<file path="src/hdl/swkd_pkg.sv">
// ----------------------------------------------------------------------------
// swkd_pkg
// shared constants, register indexes and the digit pattern decoder for the
// stopwatch keypad and display scanner
// ----------------------------------------------------------------------------
package swkd_pkg;

    // field widths
    localparam int unsigned LinesW   = 4;
    localparam int unsigned PhaseW   = 4;
    localparam int unsigned DigitW   = 4;
    localparam int unsigned SegW     = 8;
    localparam int unsigned PeriodW  = 16;
    localparam int unsigned TicksW   = 8;
    localparam int unsigned KeyW     = 4;
    localparam int unsigned NumDigits = 4;

    // stream widths, whole bytes
    localparam int unsigned InDataW  = 8;
    localparam int unsigned OutBits  = 2 * LinesW + SegW + 2 + NumDigits * DigitW;
    localparam int unsigned OutDataW = ((OutBits + 7) / 8) * 8;

    // configuration port
    localparam int unsigned CfgIndexW = 3;
    localparam int unsigned CfgDataW  = 16;

    localparam logic [CfgIndexW-1:0] REG_SECOND_PERIOD  = 3'd0;
    localparam logic [CfgIndexW-1:0] REG_DEBOUNCE_TICKS = 3'd1;
    localparam logic [CfgIndexW-1:0] REG_RELEASE_TICKS  = 3'd2;
    localparam logic [CfgIndexW-1:0] REG_START_KEY      = 3'd3;
    localparam logic [CfgIndexW-1:0] REG_STOP_KEY       = 3'd4;
    localparam logic [CfgIndexW-1:0] REG_CLEAR_KEY      = 3'd5;

    // register reset values
    localparam logic [PeriodW-1:0] RST_SECOND_PERIOD  = 16'd997;
    localparam logic [TicksW-1:0]  RST_DEBOUNCE_TICKS = 8'd32;
    localparam logic [TicksW-1:0]  RST_RELEASE_TICKS  = 8'd32;
    localparam logic [KeyW-1:0]    RST_START_KEY      = 4'd10;
    localparam logic [KeyW-1:0]    RST_STOP_KEY       = 4'd11;
    localparam logic [KeyW-1:0]    RST_CLEAR_KEY      = 4'd12;

    localparam logic [DigitW-1:0] DIGIT_MAX = 4'd9;

    typedef logic [DigitW-1:0] digit_t;

    // seven-segment pattern of a decimal digit, blank above nine
    function automatic logic [SegW-1:0] seg_pattern(input logic [DigitW-1:0] d);
        logic [SegW-1:0] p;
        case (d)
            4'd0:    p = 8'hfc;
            4'd1:    p = 8'h60;
            4'd2:    p = 8'hda;
            4'd3:    p = 8'hf2;
            4'd4:    p = 8'h66;
            4'd5:    p = 8'hb6;
            4'd6:    p = 8'hbe;
            4'd7:    p = 8'he0;
            4'd8:    p = 8'hfe;
            4'd9:    p = 8'hf6;
            default: p = '0;
        endcase
        return p;
    endfunction

endpackage

</file>
<file path="src/hdl/stopwatch_keypad_display_scanner_unit.sv">
// ----------------------------------------------------------------------------
// stopwatch_keypad_display_scanner_unit
// one tick per input transfer: display scan, keypad debounce and release,
// and a four-digit decimal seconds counter driven by start/stop/clear keys
// ----------------------------------------------------------------------------
// output: the result of a tick is registered and presented in the cycle after its transfer
// throughput: one tick per cycle while the sink accepts results; all state is updated in the accepting cycle
// and a single output register holds the result while the sink stalls
// reset: synchronous, active low; clears scan, key and counter state and
// loads the register defaults (period 997, debounce 32, release 32, keys 10/11/12)
module stopwatch_keypad_display_scanner_unit (
    input  logic                                   aclk,
    input  logic                                   aresetn,
    // tick channel
    input  logic                                   s_tvalid,
    output logic                                   s_tready,
    input  logic [swkd_pkg::InDataW-1:0]           s_tdata,   // [3:0] return_lines
    // result channel
    output logic                                   m_tvalid,
    input  logic                                   m_tready,
    // [3:0] select_lines, [11:4] segments, [12] key_held, [16:13] held_code,
    // [17] counting, [21:18] units, [25:22] tens, [29:26] hundreds,
    // [33:30] thousands, rest zero
    output logic [swkd_pkg::OutDataW-1:0]          m_tdata,
    // configuration writes
    input  logic                                   cfg_we,
    input  logic [swkd_pkg::CfgIndexW-1:0]         cfg_index,
    input  logic [swkd_pkg::CfgDataW-1:0]          cfg_wdata
);
    import swkd_pkg::*;

    // configuration registers
    logic [PeriodW-1:0] second_period_reg;
    logic [TicksW-1:0]  debounce_ticks_reg;
    logic [TicksW-1:0]  release_ticks_reg;
    logic [KeyW-1:0]    start_key_reg;
    logic [KeyW-1:0]    stop_key_reg;
    logic [KeyW-1:0]    clear_key_reg;

    // tick state
    logic [PhaseW-1:0]  phase_reg, phase_next;
    logic               debounce_busy_reg, debounce_busy_next;
    logic [TicksW-1:0]  debounce_left_reg, debounce_left_next;
    logic [TicksW-1:0]  release_left_reg, release_left_next;
    logic               confirmed_reg, confirmed_next;
    logic [PhaseW-1:0]  pressed_code_reg, pressed_code_next;
    logic               running_reg, running_next;
    digit_t             digits_reg [NumDigits];
    digit_t             digits_next [NumDigits];
    logic [PeriodW-1:0] period_left_reg, period_left_next;
    logic               advance_due_reg;
    logic [SegW-1:0]    segment_reg, segment_next;
    logic [LinesW-1:0]  select_reg, select_next;

    // output stage
    logic                m_tvalid_reg;
    logic [OutDataW-1:0] m_tdata_reg, m_tdata_next;

    logic              s_xfer;
    logic [LinesW-1:0] lines;
    logic [1:0]        row;
    logic [1:0]        col;
    logic              pressed;
    logic              due_now;
    logic              new_key;

    // a tick is taken whenever the output register is free or draining
    assign s_tready = !m_tvalid_reg || m_tready;
    assign s_xfer   = s_tvalid && s_tready;
    assign m_tvalid = m_tvalid_reg;
    assign m_tdata  = m_tdata_reg;

    assign lines   = s_tdata[LinesW-1:0];
    assign row     = phase_reg[3:2];
    assign col     = phase_reg[1:0];
    assign pressed = !lines[col];

    // period timer: while running, the counter advances on a tick where the timer expires
    assign due_now = advance_due_reg || (period_left_reg <= PeriodW'(1));

    always_comb begin
        period_left_next = due_now ? second_period_reg : period_left_reg - PeriodW'(1);
    end

    // display scan: first phase of a group selects the digit and latches its
    // pattern, fourth phase blanks the segments
    always_comb begin
        select_next  = select_reg;
        segment_next = segment_reg;
        if (col == 2'd0) begin
            select_next  = ~(LinesW'(1) << row);
            segment_next = seg_pattern(digits_reg[row]);
        end else if (col == 2'd3) begin
            segment_next = '0;
        end
    end

    // key machine: press, debounce recheck, hold until a run of releases
    always_comb begin
        debounce_busy_next = debounce_busy_reg;
        debounce_left_next = debounce_left_reg;
        release_left_next  = release_left_reg;
        confirmed_next     = confirmed_reg;
        pressed_code_next  = pressed_code_reg;
        new_key            = 1'b0;
        if (confirmed_reg) begin
            if (pressed) begin
                release_left_next = release_ticks_reg;
            end else if (release_left_reg <= TicksW'(1)) begin
                confirmed_next    = 1'b0;
                release_left_next = release_ticks_reg;
            end else begin
                release_left_next = release_left_reg - TicksW'(1);
            end
        end else if (!debounce_busy_reg) begin
            if (pressed) begin
                debounce_busy_next = 1'b1;
                debounce_left_next = debounce_ticks_reg;
                pressed_code_next  = phase_reg;
            end
        end else if (debounce_left_reg <= TicksW'(1)) begin
            debounce_busy_next = 1'b0;
            debounce_left_next = '0;
            if (pressed) begin
                confirmed_next = 1'b1;
                new_key        = 1'b1;
            end
        end else begin
            debounce_left_next = debounce_left_reg - TicksW'(1);
        end
    end

    assign phase_next = phase_reg + PhaseW'(1);

    // decimal counter with ripple carry across the four digits, then the key
    // action; clear beats stop, stop beats start
    always_comb begin
        logic carry;
        carry        = due_now && running_reg;
        running_next = running_reg;
        for (int i = 0; i < NumDigits; i++) begin
            digits_next[i] = digits_reg[i];
            if (carry) begin
                if (digits_reg[i] >= DIGIT_MAX) begin
                    digits_next[i] = '0;
                end else begin
                    digits_next[i] = digits_reg[i] + DigitW'(1);
                    carry          = 1'b0;
                end
            end
        end
        if (new_key) begin
            if (pressed_code_reg == clear_key_reg) begin
                running_next = 1'b0;
                for (int i = 0; i < NumDigits; i++) begin
                    digits_next[i] = '0;
                end
            end else if (pressed_code_reg == stop_key_reg) begin
                running_next = 1'b0;
            end else if (pressed_code_reg == start_key_reg) begin
                running_next = 1'b1;
            end
        end
    end

    // result packing, select lines in the lowest bits
    always_comb begin
        m_tdata_next = OutDataW'({digits_next[3], digits_next[2], digits_next[1],
                                  digits_next[0], running_next, pressed_code_next,
                                  confirmed_next, segment_next, select_next});
    end

    // configuration writes; unknown indexes are ignored
    always_ff @(posedge aclk) begin
        if (!aresetn) begin
            second_period_reg  <= RST_SECOND_PERIOD;
            debounce_ticks_reg <= RST_DEBOUNCE_TICKS;
            release_ticks_reg  <= RST_RELEASE_TICKS;
            start_key_reg      <= RST_START_KEY;
            stop_key_reg       <= RST_STOP_KEY;
            clear_key_reg      <= RST_CLEAR_KEY;
        end else if (cfg_we) begin
            unique case (cfg_index)
                REG_SECOND_PERIOD:  second_period_reg  <= cfg_wdata[PeriodW-1:0];
                REG_DEBOUNCE_TICKS: debounce_ticks_reg <= cfg_wdata[TicksW-1:0];
                REG_RELEASE_TICKS:  release_ticks_reg  <= cfg_wdata[TicksW-1:0];
                REG_START_KEY:      start_key_reg      <= cfg_wdata[KeyW-1:0];
                REG_STOP_KEY:       stop_key_reg       <= cfg_wdata[KeyW-1:0];
                REG_CLEAR_KEY:      clear_key_reg      <= cfg_wdata[KeyW-1:0];
                default: ;
            endcase
        end
    end

    // tick state, updated on every tick transfer
    always_ff @(posedge aclk) begin
        if (!aresetn) begin
            phase_reg         <= '0;
            debounce_busy_reg <= 1'b0;
            debounce_left_reg <= '0;
            release_left_reg  <= RST_RELEASE_TICKS;
            confirmed_reg     <= 1'b0;
            pressed_code_reg  <= '0;
            running_reg       <= 1'b0;
            period_left_reg   <= '0;
            advance_due_reg   <= 1'b1;
            segment_reg       <= '0;
            select_reg        <= '1;
            for (int i = 0; i < NumDigits; i++) begin
                digits_reg[i] <= '0;
            end
        end else if (s_xfer) begin
            phase_reg         <= phase_next;
            debounce_busy_reg <= debounce_busy_next;
            debounce_left_reg <= debounce_left_next;
            release_left_reg  <= release_left_next;
            confirmed_reg     <= confirmed_next;
            pressed_code_reg  <= pressed_code_next;
            running_reg       <= running_next;
            period_left_reg   <= period_left_next;
            advance_due_reg   <= 1'b0;
            segment_reg       <= segment_next;
            select_reg        <= select_next;
            for (int i = 0; i < NumDigits; i++) begin
                digits_reg[i] <= digits_next[i];
            end
        end
    end

    // output register
    always_ff @(posedge aclk) begin
        if (!aresetn) begin
            m_tvalid_reg <= 1'b0;
        end else if (s_xfer) begin
            m_tvalid_reg <= 1'b1;
        end else if (m_tready) begin
            m_tvalid_reg <= 1'b0;
        end
    end

    always_ff @(posedge aclk) begin
        if (s_xfer) begin
            m_tdata_reg <= m_tdata_next;
        end
    end

    // at most one digit selected at any time
    a_select_onehot: assert property (@(posedge aclk) disable iff (!aresetn)
        $onehot0(~select_reg))
        else $error("more than one digit selected");

    // a held key never coexists with a running debounce
    a_held_not_busy: assert property (@(posedge aclk) disable iff (!aresetn)
        confirmed_reg |-> !debounce_busy_reg)
        else $error("debounce active while key held");

    // the blanking phase always yields dark segments
    a_blank_phase: assert property (@(posedge aclk) disable iff (!aresetn)
        (s_xfer && col == 2'd3) |=> (m_tdata_reg[2*LinesW-1+SegW-LinesW:LinesW] == '0))
        else $error("segments not blanked on fourth phase");

    // counter digits stay decimal
    a_digits_decimal: assert property (@(posedge aclk) disable iff (!aresetn)
        digits_reg[0] <= DIGIT_MAX && digits_reg[1] <= DIGIT_MAX &&
        digits_reg[2] <= DIGIT_MAX && digits_reg[3] <= DIGIT_MAX)
        else $error("counter digit above nine");

endmodule
</file>
<file path="config.mk">
export PLATFORM = sky130hd
export DESIGN_NAME = stopwatch_keypad_display_scanner_unit
export DESIGN_NICKNAME = d
export VERILOG_FILES = /design/src/hdl/swkd_pkg.sv /design/src/hdl/stopwatch_keypad_display_scanner_unit.sv
export SDC_FILE = /design/constraint.sdc
export NUM_CORES = 1
export LEC_CHECK = 0
export BUFFER_PORTS_ARGS = -buffer_cell sky130_fd_sc_hd__buf_2
export CAP_MARGIN = 20
export CORE_UTILIZATION = 55
export CTS_CLUSTER_DIAMETER = 30
export DETAILED_ROUTE_END_ITERATION = 7
export GPL_ROUTABILITY_DRIVEN = 0
export PLACE_DENSITY = 0.76
export RECOVER_POWER = 100
export SETUP_SLACK_MARGIN = 0.05
export SYNTH_ARGS = -nofsm -noshare
export SYNTH_HDL_FRONTEND = slang
export SYNTH_SLANG_ARGS = --single-unit
</file>
<file path="constraint.sdc">
create_clock -name aclk -period 6 [get_ports aclk]
set_input_delay 0.3 -clock aclk [delete_from_list [all_inputs] [get_ports aclk]]
set_output_delay 0.3 -clock aclk [all_outputs]
set_load 0.01 [all_outputs]
</file>
==> Word level (Yosys, flattened, before mapping) <==
Memory sizes are Yosys's and may differ from the RTL's. A register that Yosys moved wholly into a read port is not among the register bits.
Index checks and enable logic that the tools add are counted.
{ "totals": {"out_inout_bits": 42, "mem_bits_ro": 112, "reg_bits": 135, "ramBits": 16, "memories": 2, "input_bits": 32} }
{ "mem_list": {"columns": ["name", "depth", "width", "read_ports", "rd_ports_with_merged_regs", "write_ports", "line", "rtl"], "rows": [
  ["(name not given)", 16, 7, 1, 0, 0, "swkd_pkg.sv:49", "case (d)"],
  ["digits_reg", 4, 4, 5, 1, 4, "stopwatch_keypad_display_scanner_unit.sv:48", "digit_t digits_reg [NumDigits];"]
]} }
{ "op_classes": {"addsub": 8, "bitwise_logic": 6, "n_mux": 55, "magnitude_cmp": 8, "eq_ne": 10, "shift": 1, "n_reduce_logical": 17} }
{ "op_table": {"columns": ["cell", "n"], "rows": [
  ["4-bit 2-to-1 mux", 16],
  ["8-bit 2-to-1 mux", 7],
  ["16-bit 2-to-1 mux", 3],
  ["1-bit 2-to-1 mux", 26],
  ["4-bit by 1-bit adder with 4-bit output, second input constant", 5],
  ["4-bit >= comparator, second input constant", 4],
  ["16-bit by 1-bit less-or-equal comparator with 1-bit output, second input constant", 1],
  ["8-bit by 1-bit less-or-equal comparator with 1-bit output, second input constant", 2],
  ["2-bit AND reduction", 8],
  ["16-bit by 1-bit subtractor with 16-bit output, second input constant", 1],
  ["8-bit by 1-bit subtractor with 8-bit output, second input constant", 2],
  ["4-bit == test", 3],
  ["3-bit by 2-bit == test with 1-bit output, second input constant", 2],
  ["3-bit == test, second input constant", 2],
  ["2-bit 2-to-1 mux", 2],
  ["4-bit inverter", 1],
  ["1-bit bitwise OR", 4],
  ["1-bit by 2-bit left shift with 4-bit output, first input constant", 1],
  ["3-bit by 1-bit == test with 1-bit output, second input constant", 1],
  ["3-bit logical NOT", 1],
  ["2-bit by 3-bit < comparator with 1-bit output, second input constant", 1],
  ["3-bit AND reduction", 1],
  ["1-bit binary-select mux with 2-bit select", 1],
  ["2-bit == test, second input constant", 1],
  ["other kinds (7)", 9]
]} }

==> Logic depth before layout (Yosys ltp) <==
{ "depth": {"depth_word": 10, "ltp_mapped": 10, "mapped_depth_nobuf": 7} }

==> Worst setup path before layout <==
No wires, ideal clock.
{ "synth_path": {"path_kind": "register to register", "startpoint": "register m_tvalid_reg, in the netlist m_tvalid", "endpoint": "register period_left_reg[5]", "t_arrival_ns": 2.349, "path_buffers": 1, "period_less_slack_ns": 2.558, "t_required_ns": 5.791, "path_slack_ns": 3.442, "stages_incl_launch_ff": 7, "path_cell_list": "dfxtp_1 -> nor2b_1 -> inv_1 -> nand2_1 -> inv_1 -> buf_1 -> a221oi_1"} }
{ "synth_between": {"elab_chain_cells": 3} }
{ "synth_lines": {"columns": ["item", "line", "rtl"], "rows": [
  ["start, declared", "stopwatch_keypad_display_scanner_unit.sv:56", "logic m_tvalid_reg;"],
  ["start signal, assigned", "stopwatch_keypad_display_scanner_unit.sv:233", "m_tvalid_reg <= 1'b0;"],
  ["start signal, assigned", "stopwatch_keypad_display_scanner_unit.sv:235", "m_tvalid_reg <= 1'b1;"],
  ["start signal, assigned", "stopwatch_keypad_display_scanner_unit.sv:237", "m_tvalid_reg <= 1'b0;"],
  ["1-bit logical NOT", "stopwatch_keypad_display_scanner_unit.sv:68", "assign s_tready = !m_tvalid_reg || m_tready;"],
  ["1-bit logical OR", "stopwatch_keypad_display_scanner_unit.sv:68", null],
  ["net s_tready", "stopwatch_keypad_display_scanner_unit.sv:16", "output logic s_tready,"],
  ["1-bit logical AND", "stopwatch_keypad_display_scanner_unit.sv:69", "assign s_xfer = s_tvalid && s_tready;"],
  ["net s_xfer", "stopwatch_keypad_display_scanner_unit.sv:59", "logic s_xfer;"],
  ["end signal, assigned", "stopwatch_keypad_display_scanner_unit.sv:220", "period_left_reg <= period_left_next;"],
  ["end, declared", "stopwatch_keypad_display_scanner_unit.sv:50", "logic [PeriodW-1:0] period_left_reg, period_left_next;"]
]} }
The timed path passes the listed nets, and every way through them passes these cells.
A chain may end at the register's enable or synchronous reset.

==> qor.csv <==
stage,metric,value,unit
power,power_frac_seq,0.461,
logic_synthesis,syn_avg_cell_area,9.06,um^2
clock_network,ctsHoldBuffers,0,
placement,placed_cell_area,7990,um^2
finish,utilization,0.633,
finish,largest_reg_flops,34,
logic_synthesis,yosys-top-cells-area,"dfxtp_1 27%, edfxtp_1 20%, nand2_1 6.0%, a21oi_1 4.6%, ha_1 4.3%",
logic_synthesis,synth_area_leader_cell,dfxtp_1,
job,maxCapViolCount,2,
status,status,finished with violations,
grt,track_usage,0.250,
drt,vias,6259,
setup_path,critical_path_class,primary input to flip-flop,
floorplanning,ios,74,
sta,clock-skew-final,0.00732,ns
finish,drive_above_1_share,0.0925,
clock_network,clkSinkCount,153,
logic_synthesis,synth.lib_cells_used.distinct,67,
sta,worst_pin_slew,2.23,ns
finish,final_area,8490,um^2
drt,drtAntennaViolNets,0,
clock_network,post_cts_buffers,0,
sta,relSlewSlack,-0.489,
logic_synthesis,synth_top_area_frac,0.269,
clock_network,numCtsBuffers,17,
clock_network,cts_buffer_depth,2,
logic_synthesis,yosys_warnings,0,
sta,fmaxAchievable,248,MHz
setup_path,critPathMostFrequentCell,clkbuf_1,
floorplanning,die-area,14400,um^2
setup_path,cp_max_fo,48,
status,violations,"capacitance limit, slew limit",
clock_network,cts_resized,0,
logic_synthesis,synth_flop_cell,dfxtp_1,
logic_synthesis,yosysSeqAreaShare,0.466,
power,peakVddDrop,0.215,mV
setup_path,critical-path-top-delay-family,buffers and inverters,
clock_network,ctsRootBufferMaster,clkbuf_16,
power,pwr-share-comb,0.138,
drt,drt-initial-drc-count,420,
setup_path,crit_chain,clkbuf_1 -> inv_1 -> clkbuf_1 -> a41oi_1 -> o221a_2,
clock_network,worstSkewPairLatency,0.43,ns
drt,wl_met1,7.81,mm
power,clockPowerShare,0.401,
clock_network,cts-htree-levels,4,
sta,setup-violations-final,0,
power,power.switching,682,uW
floorplanning,start_util,0.571,
placement,place_hpwl,11.3,mm
placement,portBuffers,63,
sta,final_max_slew_viol_count,90,
drt,firstDrtPassIters,7,
power,p_leak,3.21,nW
drt,route.met3.wl,885,um
finish,area_growth,10.9,%
logic_synthesis,syn_inst,845,
drt,wire_per_inst,16.1,um
finish,antenna_cells,0,
logic_synthesis,synth-edff-count,50,
sta,layout_min_cycle_time,4.03,ns
floorplanning,dieHeight,120,um
setup_path,cpPeakStageDelay,1.56,ns
floorplanning,core-area,13400,um^2
grt,grt_max_degree,66,
logic_synthesis,synthArstFlopShare,0,
min_path,hp-class,primary input to flip-flop,
setup_path,critPathBufInv,3,
floorplanning,rows,42,
setup_path,crit_required,6.37,ns
grt,antenna_found_initial,0,
sta,fin_setup_tns,0,ns
clock_network,cts_tree,yes,
drt,vias_per_cell,5.83,
sta,hold_violations,0,
sta,finalCritPeriodShare,0.671,
drt,routed.top_layer,met4,
drt,drcViolationCount,0,
setup_path,cp-start-kind,primary input,
drt,wl,17.3,mm
setup_path,worstReg2RegStart,m_tvalid,
finish,nNetsFinal,942,
min_path,min-delay-start,cfg_wdata[9],
logic_synthesis,synth_area,7650,um^2
setup_path,cpMaxStageDelayCell,clkbuf_1,
setup_path,crit_path_end_kind,flip-flop,
sta,hold_ws,0.0890,ns
clock_network,clkTransAtPathRegs,0.06,ns
sta,rsz0062_at_grt,no,
floorplanning,die_w,120,um
setup_path,startpoint,aresetn,
grt,grt_overflow,0,
logic_synthesis,synth.ff_latch_count,153,
power,power.density,301,nW/um^2
power,p_total,2.56,mW
power,swShare,0.267,
grt,grt_pass1_wl,28.6,mm
drt,wl_met2,8.34,mm
power,p_int,1.87,mW
grt,grt_pass1_vias,5902,
setup_path,arrival,4.40,ns
[final timing paths]
path                                        endpoint  cells past startpoint  slack, ns
worst max-delay path              period_left_reg[9]                      5       1.97
worst min-delay path            second_period_reg[9]                      3       0.09
worst min register to register  second_period_reg[4]                      2       0.45
worst max register to register      digits_reg[1][2]                      8       2.07
[cell usage after synthesis (all sizes together) (8+ instances only)]
master / n
nor4: 8
edfxtp: 50
a21oi: 72
inv: 35
o31ai: 9
o21a: 8
nand3: 22
dfxtp: 103
nor2: 73
ha: 26
mux2i: 22
buf: 19
xor2: 8
o21ai: 45
clkbuf: 35
or4: 15
a31oi: 12
nand2: 123
nor3: 31
nor2b: 9
[through the flow]
step | worst slack [ns] | cells
final | 1.97 | 1073
after global routing | 1.68 | 1073
after CTS | 2.77 | 1071
after detailed placement | 2.77 | 1039
after global placement | 2.85 | 1039
after floorplan | 3.44 | 850
[kinds of logic after synthesis]
| kind of cell | Yosys count | synth area share |
|---|---|---|
| DFF | 153 | 0.466 |
| and+or+nand+nor | 328 | 0.207 |
| AOI/OAI and AO/OA | 198 | 0.162 |
| buffers and inverters | 90 | 0.0507 |
| other | 1 | 0.000490 |
| adders and majority gates | 26 | 0.0425 |
| muxes | 34 | 0.0538 |
| xor gates and xnor gates | 15 | 0.0172 |
[power groups by stage]
stage	registers (mW)	clock network (mW)	logic (mW)
2_1_floorplan	1.19	0	0.266
3_3_place_gp	1.20	0	0.349
3_5_place_dp	1.20	0	0.358
4_1_cts	1.18	1.03	0.361
5_1_grt	1.18	1.08	0.392
6_report	1.18	1.03	0.353
[cells in the final DEF, fill, tap and decap left out, drive strengths merged, types with 15 or more instances in the layout]
master  instances
a21oi          72
buf            29
clkbuf         65
dfxtp         103
edfxtp         50
ha             26
inv            35
mux2i          22
nand2         123
nand3          22
nor2           73
nor3           31
o21ai          45
or4            15
[metal layers]
layer,global-route usage,up-vias
li1,-,3096
met2,0.406,182
met3,0.0447,23
met1,0.326,2958
met4,0.106,0
met5,0,-
[worst reg2reg max path, delay by kind of cell, from the launching register on]
kind                   cells  cell delay (ns)
AOI/OAI and AO/OA          1             0.09
DFF                        1             0.33
and+or+nand+nor            4             1.72
buffers and inverters      3             1.49
[area by class of cell]
class,count,area (um^2)
Clock buffer,25,498
Clock inverter,7,63.8
Fill cell,1192,4910
Inverter,36,135
Multi-Input combinational cell,607,3700
Sequential cell,153,3560
Tap cell,176,220
Timing Repair Buffer,69,304
Note: power is estimated with default switching activity, not from simulation.
